`config.mk`:
```
export PLATFORM = sky130hd
export DESIGN_NAME = sorted_arrival_priority_queue
export DESIGN_NICKNAME = d
export VERILOG_FILES = /design/src/sv/sapq_pkg.sv /design/src/sv/sapq_cell.sv /design/src/sv/sorted_arrival_priority_queue.sv
export SDC_FILE = /design/constraint.sdc
export NUM_CORES = 2
export LEC_CHECK = 0
export BUFFER_PORTS_ARGS = -buffer_cell sky130_fd_sc_hd__buf_2
export CAP_MARGIN = 20
export CORE_ASPECT_RATIO = 0.9
export CORE_UTILIZATION = 50
export DETAILED_ROUTE_END_ITERATION = 8
export GPL_ROUTABILITY_DRIVEN = 0
export HOLD_SLACK_MARGIN = 0.15
export PLACE_DENSITY = 0.64
export SYNTH_ARGS = -nofsm -noshare
export SYNTH_HDL_FRONTEND = slang
export SYNTH_SLANG_ARGS = --single-unit
```
`constraint.sdc`:
```
create_clock -name clk -period 10.5 [get_ports clk]
set_clock_uncertainty 0.05 [all_clocks]
set_input_delay 2.1 -clock clk [delete_from_list [all_inputs] [get_ports clk]]
set_output_delay 2.1 -clock clk [all_outputs]
set_load 0.03 [all_outputs]
```
`src/sv/sapq_pkg.sv`:
```
// ----------------------------------------------------------------------------
// Sorted arrival priority queue package
// Shared types, command codes and the queue depth.
// ----------------------------------------------------------------------------
`default_nettype none

package sapq_pkg;

  localparam int QUEUE_DEPTH = 16;

  typedef enum logic {
    CMD_INSERT = 1'b0,
    CMD_POP    = 1'b1
  } cmd_t;

  typedef struct packed {
    logic        command;
    logic [15:0] arrival_time;
    logic [2:0]  priority_level;
    logic [15:0] cpu_time;
    logic [13:0] memory_need;
    logic [1:0]  printers_need;
    logic        scanners_need;
    logic        modems_need;
    logic [1:0]  discs_need;
    logic [9:0]  process_number;
    logic [15:0] time_left;
  } in_item_t;

  typedef struct packed {
    logic        head_valid;
    logic [15:0] out_arrival;
    logic [2:0]  out_priority;
    logic [15:0] out_cpu_time;
    logic [13:0] out_memory;
    logic [1:0]  out_printers;
    logic        out_scanners;
    logic        out_modems;
    logic [1:0]  out_discs;
    logic [9:0]  out_number;
    logic [15:0] out_time_left;
    logic        insert_dropped;
  } out_item_t;

  typedef struct packed {
    logic [15:0] arrival;
    logic [2:0]  priority_level;
    logic [15:0] cpu_time;
    logic [13:0] memory;
    logic [5:0]  devices;
    logic [9:0]  number;
    logic [15:0] time_left;
  } entry_t;

  typedef struct packed {
    logic ins;
    logic pop;
  } cell_ctrl_t;

  typedef struct packed {
    logic   valid;
    logic   place;
    entry_t entry;
  } cell_link_t;

endpackage

`default_nettype wire

```
`src/sv/sapq_cell.sv`:
```
// ----------------------------------------------------------------------------
// Sorted queue cell
// Holds one descriptor slot and shifts toward either neighbor on a command.
// ----------------------------------------------------------------------------
`default_nettype none

module sapq_cell (
  input  wire logic                 clk,
  input  wire logic                 rst_n,
  input  wire sapq_pkg::cell_ctrl_t ctrl,
  input  wire sapq_pkg::entry_t     new_entry,
  input  wire sapq_pkg::cell_link_t prev_link,
  input  wire sapq_pkg::cell_link_t next_link,
  output sapq_pkg::cell_link_t      own_link
);

  logic             valid_r;
  logic             valid_nxt;
  sapq_pkg::entry_t entry_r;
  sapq_pkg::entry_t entry_nxt;
  logic             greater;
  logic             place;

  always_comb begin
    greater = valid_r &&
              ((entry_r.arrival > new_entry.arrival) ||
               ((entry_r.arrival == new_entry.arrival) &&
                (entry_r.priority_level > new_entry.priority_level)));
    place = !valid_r || greater;
  end

  always_comb begin
    valid_nxt = valid_r;
    entry_nxt = entry_r;
    if (ctrl.ins && place) begin
      if (!prev_link.place) begin
        valid_nxt = 1'b1;
        entry_nxt = new_entry;
      end else begin
        valid_nxt = prev_link.valid;
        entry_nxt = prev_link.entry;
      end
    end else if (ctrl.pop) begin
      valid_nxt = next_link.valid;
      entry_nxt = next_link.entry;
    end
  end

  always_ff @(posedge clk) begin
    if (!rst_n) begin
      valid_r <= 1'b0;
    end else begin
      valid_r <= valid_nxt;
    end
  end

  always_ff @(posedge clk) begin
    entry_r <= entry_nxt;
  end

  assign own_link.valid = valid_r;
  assign own_link.place = place;
  assign own_link.entry = entry_r;

endmodule

`default_nettype wire

```
`src/sv/sorted_arrival_priority_queue.sv`:
```
// ----------------------------------------------------------------------------
// Sorted arrival priority queue
// Bounded queue of process descriptors sorted by arrival, then priority.
// ----------------------------------------------------------------------------
// The input channel (in_valid, in_stall, in_data) carries one command per
// transfer. An insert places the descriptor behind all entries with an equal
// or smaller key; a pop removes the head. Every command yields exactly one
// result on the output channel (out_valid, out_stall, out_data). An insert
// into a full queue is discarded and reports insert_dropped; a pop of an
// empty queue reports head_valid low.
// The queue is a row of QUEUE_DEPTH cells that all compare against the new
// key in the same cycle and shift by one slot, so a command updates the whole
// queue at once. The result is registered and appears in the cycle after the
// input transfer, and one command per cycle is taken while the output register is free or drained.
// While out_stall is high with a result held, in_stall is high too.
// Reset empties the queue and discards any held result.
// ----------------------------------------------------------------------------
`default_nettype none

module sorted_arrival_priority_queue (
  input  wire logic                clk,
  input  wire logic                rst_n,
  input  wire logic                in_valid,
  output logic                     in_stall,
  input  wire sapq_pkg::in_item_t  in_data,
  output logic                     out_valid,
  input  wire logic                out_stall,
  output sapq_pkg::out_item_t      out_data
);

  localparam int Depth = sapq_pkg::QUEUE_DEPTH;

  sapq_pkg::cell_link_t link [Depth];
  sapq_pkg::cell_ctrl_t ctrl;
  sapq_pkg::entry_t     new_entry;
  sapq_pkg::cell_link_t head_tie;
  sapq_pkg::cell_link_t tail_tie;
  sapq_pkg::out_item_t  out_data_r;
  sapq_pkg::out_item_t  out_data_nxt;
  logic                 out_valid_r;
  logic                 out_valid_nxt;
  logic [Depth-1:0]     valid_vec;
  logic                 accept;
  logic                 full;
  logic                 is_pop;

  assign in_stall = out_valid_r && out_stall;
  assign accept   = in_valid && !in_stall;
  assign is_pop   = (in_data.command == sapq_pkg::CMD_POP);
  assign full     = link[Depth-1].valid;

  always_comb begin
    new_entry.arrival        = in_data.arrival_time;
    new_entry.priority_level = in_data.priority_level;
    new_entry.cpu_time       = in_data.cpu_time;
    new_entry.memory         = in_data.memory_need;
    new_entry.devices        = {in_data.discs_need, in_data.modems_need,
                                in_data.scanners_need, in_data.printers_need};
    new_entry.number         = in_data.process_number;
    new_entry.time_left      = in_data.time_left;
    ctrl.ins = accept && !is_pop && !full;
    ctrl.pop = accept && is_pop;
    head_tie.valid = 1'b1;
    head_tie.place = 1'b0;
    head_tie.entry = '0;
    tail_tie.valid = 1'b0;
    tail_tie.place = 1'b1;
    tail_tie.entry = '0;
  end

  for (genvar i = 0; i < Depth; i++) begin : g_cell
    sapq_pkg::cell_link_t prev_l;
    sapq_pkg::cell_link_t next_l;
    if (i == 0) begin : g_first
      assign prev_l = head_tie;
    end else begin : g_mid_prev
      assign prev_l = link[i-1];
    end
    if (i == Depth - 1) begin : g_last
      assign next_l = tail_tie;
    end else begin : g_mid_next
      assign next_l = link[i+1];
    end
    sapq_cell u_cell (
      .clk       (clk),
      .rst_n     (rst_n),
      .ctrl      (ctrl),
      .new_entry (new_entry),
      .prev_link (prev_l),
      .next_link (next_l),
      .own_link  (link[i])
    );
    assign valid_vec[i] = link[i].valid;
  end

  always_comb begin
    out_valid_nxt = out_valid_r;
    out_data_nxt  = out_data_r;
    if (out_valid_r && !out_stall) begin
      out_valid_nxt = 1'b0;
    end
    if (accept) begin
      out_valid_nxt = 1'b1;
      out_data_nxt  = '0;
      if (is_pop) begin
        if (link[0].valid) begin
          out_data_nxt.head_valid    = 1'b1;
          out_data_nxt.out_arrival   = link[0].entry.arrival;
          out_data_nxt.out_priority  = link[0].entry.priority_level;
          out_data_nxt.out_cpu_time  = link[0].entry.cpu_time;
          out_data_nxt.out_memory    = link[0].entry.memory;
          out_data_nxt.out_printers  = link[0].entry.devices[1:0];
          out_data_nxt.out_scanners  = link[0].entry.devices[2];
          out_data_nxt.out_modems    = link[0].entry.devices[3];
          out_data_nxt.out_discs     = link[0].entry.devices[5:4];
          out_data_nxt.out_number    = link[0].entry.number;
          out_data_nxt.out_time_left = link[0].entry.time_left;
        end
      end else begin
        out_data_nxt.insert_dropped = full;
      end
    end
  end

  always_ff @(posedge clk) begin
    if (!rst_n) begin
      out_valid_r <= 1'b0;
    end else begin
      out_valid_r <= out_valid_nxt;
    end
  end

  always_ff @(posedge clk) begin
    out_data_r <= out_data_nxt;
  end

  assign out_valid = out_valid_r;
  assign out_data  = out_data_r;

  a_valid_prefix: assert property (@(posedge clk) disable iff (!rst_n)
    (valid_vec & (valid_vec + Depth'(1))) == '0)
    else $error("Occupied slots do not form a prefix of the queue.");

  a_drop_keeps_full: assert property (@(posedge clk) disable iff (!rst_n)
    (accept && !is_pop && full) |=> (full && out_data_r.insert_dropped))
    else $error("Dropped insert changed the queue or was not flagged.");

  a_empty_pop: assert property (@(posedge clk) disable iff (!rst_n)
    (accept && is_pop && !link[0].valid) |=>
      (!out_data_r.head_valid && (valid_vec == '0)))
    else $error("Pop of an empty queue returned a descriptor.");

  a_pop_result: assert property (@(posedge clk) disable iff (!rst_n)
    (accept && is_pop && link[0].valid) |=>
      (out_data_r.head_valid && !out_data_r.insert_dropped))
    else $error("Pop of a nonempty queue did not return the head.");

endmodule

`default_nettype wire

```
==> out/results.txt <==
RR Endpoint: g_cell[5].u_cell.own_link[47]
CTS buffer count: 155
CTS tree: yes
All-Layer GR Usage: 0.324
Hold EP: g_cell[2].u_cell.valid_r
VDD IR max: 0.107 mV
Asr flop ratio synth: 0
WHS Path Cells: 2
Synth cell types: 74
Gr ovfl total: 0
First-pass GRT wire length: 404000 µm
Instance count of the mapped netlist: 7276
Max cap viols: 0
Post-CTS sizing: 0
Clock sink count: 1396
RSZ-0062 raised after global routing: no
Violated checks: DRC
Overall Power: 15.3 mW
Worst Path Required: 10.88 ns
Ranking of synthesized cells by area: edfxtp_1 52%, a21oi_1 6.6%, mux2i_1 6.2%
Fin crit period: 7.19 ns
CP max FO: 48
Vias in the first global route: 62600
Largest net degree at the start of global routing: 163
Number of synthesized flops with an enable pin: 1379
Ports: 171
Max incr delay on CP: 0.95 ns
P per Cell Area: 176 mW/mm²
Status: finished, violations left
Wire per inst: 29.4 µm
CTS H-tree depth: 4
Vias: 64500
Yosys reg bits: 1396
Final setup violation count: 0
Overall die width: 424 µm
Worst rel slew slack: 0.125
PortBufs: 170
Max Clock Freq: 139 MHz
Core Region: 0.158 mm²
Worst-margin pin slew: 1.30 ns
Post-Synthesis Mean Instance Area: 11.0 µm²
Leading area contributor after synthesis: edfxtp_1
Count of pins over their slew limit: 0
Final #Nets: 7309
Layout cells sized above 1: 0.139
Height of the die: 381 µm
Final ANT Viol Nets: 0
HPWL Detailed: 168000 µm
Final worst path period share: 0.685
Final setup TNS: 0 ns
Antenna violations before repair: 8
Hold Fails Final Rpt: 0
CP Class: input pin to flip-flop
Area grow syn2layout: 8.38%
Vias per inst: 7.03
Highest-delay cell along the critical path: or2_4
FP Rows: 138
Cts hold-fix bufs: 0
Postcts setup bufs: 0
Hold Path Origin: g_cell[1].u_cell.valid_r
CP Capture Type: flip-flop
Length of the first detailed-routing pass in iterations: 9
Crit path cell chain: buf_2 -> inv_1 -> ha_1 -> nand4_1 -> nor2_1 -> o2111ai_4 -> buf_4 -> and2_4 -> and2_4 -> or2_4 -> buf_4
Cells on worst reg2reg path: 9
Mapped Nets: 7647
Synth warn: 0
Reg clk slew, reported paths: 0.06 ns
Cell Area, Synth: 0.0800 mm²
Flop2flop setup slack: 4.90 ns
Die Area: 0.162 mm²
DRC Markers: 84
Register area share after synthesis: 0.522
Total wire length: 269000 µm
Yosys top cell area share: 0.518
Hold WS: 0.505 ns
Reg2reg start: g_cell[5].u_cell.own_link[63]
Clock Path Buffers: 3
Worst-Skew Late Latency: 0.81 ns
Ys flop type: edfxtp_1
CP Launch Type: input pin
Root Buffer Master: clkbuf_16
Tightest Hold Check Type: flip-flop to flip-flop
Starting Density: 0.506
Arr. time, crit path: 7.57 ns
LEAKAGE: 31.6 nW
Initial drt markers: 8537
-- how the worst max path moves through the flow --
stage	to	depth (start not counted)	start
final	g_cell[5].u_cell.own_link[47]	11	in_data[70]
after global routing	g_cell[5].u_cell.own_link[43]	12	in_data[80]
after global placement	g_cell[5].u_cell.own_link[46]	12	in_data[80]
after detailed placement	g_cell[5].u_cell.own_link[46]	12	in_data[78]
after CTS	g_cell[5].u_cell.own_link[43]	12	in_data[80]
after floorplan	g_cell[13].u_cell.own_link[0]	10	in_data[76]
-- synthesized netlist by cell type (85+ instances only) --
cell	number
edfxtp_1	1379
a21oi_1	1057
o21ai_0	666
clkbuf_1	609
mux2i_1	496
a31oi_1	488
ha_1	285
nor2_1	280
nand3_1	275
mux2_2	239
a2bb2oi_1	167
buf_2	132
and2_1	93
and3_1	89
o31ai_1	85
-- area by class of cell --
| class | count | area [µm²] |
|---|---|---|
| Sequential cell | 1396 | 41800 |
| Clock inverter | 78 | 718 |
| Multi-Input combinational cell | 5004 | 35100 |
| Inverter | 74 | 280 |
| Fill cell | 13600 | 71300 |
| Antenna cell | 6 | 15.0 |
| Clock buffer | 202 | 4100 |
| Tap cell | 2100 | 2630 |
| Timing Repair Buffer | 307 | 2050 |
-- per-layer routing --
metal / vias up / track usage / part of all wire
li1: 27800 / - / -
met1: 32100 / 0.465 / 0.42
met2: 4062 / 0.473 / 0.43
met3: 527 / 0.0827 / 0.12
met4: 10 / 0.114 / 0.034
met5: - / 0.00357 / 0.00047
-- worst max-delay path: cells and delay by family --
| kind | cells | cell delay, ns |
|---|---|---|
| and+or+nand+nor | 5 | 2.73 |
| adders and majority gates | 1 | 0.46 |
| buffers and inverters | 4 | 1.97 |
| AOI/OAI and AO/OA | 1 | 0.12 |
-- report_power, final --
part           internal, mW  switching, mW
clock                  3.00           2.37
combinational         0.909           1.71
sequential             6.91          0.380
-- metrics by stage --
step                      worst slack, ns  cells  instance area, µm²   util
after floorplan                      2.05   7276               80000      -
after global placement               2.82   8874               81700  0.517
after detailed placement             2.68   8874               81700  0.517
after CTS                            3.51   9154               86500  0.547
after global routing                 3.24   9162               86700  0.548
final                                3.31   9167               86700  0.549
-- logic make-up (layout without fill, tap and decap cells) --
logic type	count (synthesis)	in the layout	synth area share
compound gates	2882	2882	0.217
fa+ha+maj	285	285	0.0446
buf+inv	876	661	0.0453
flops	1396	1396	0.522
mux	735	735	0.0957
other cells	0	6	0
simple gates	1102	1102	0.0749
-- sequential cells by signal, summed over array words and instances, names as in the netlist --
signal / count
out_data: 83
g_cell.u_cell.valid_r: 16
out_valid: 1
g_cell.u_cell.own_link: 1296
-- cell usage in the layout, fill, tap and decap left out, drive strengths merged, types with 16 or more instances in the layout --
master,n
nor3,21
mux2i,496
inv,80
a21bo,64
edfxtp,1379
nand2,74
a2bb2oi,167
clkinv,62
o21ai,686
mux2,239
nand3b,79
o21a,28
o31ai,85
and3,89
a21o,25
nand2b,16
a311oi,80
a32oi,84
nor2,282
buf,306
nand3,275
nand4,46
a211oi,21
dfxtp,17
and2,93
a31oi,488
or3b,79
clkbuf,203
a21oi,1077
ha,285
Note: power is estimated with default switching activity, not from simulation.
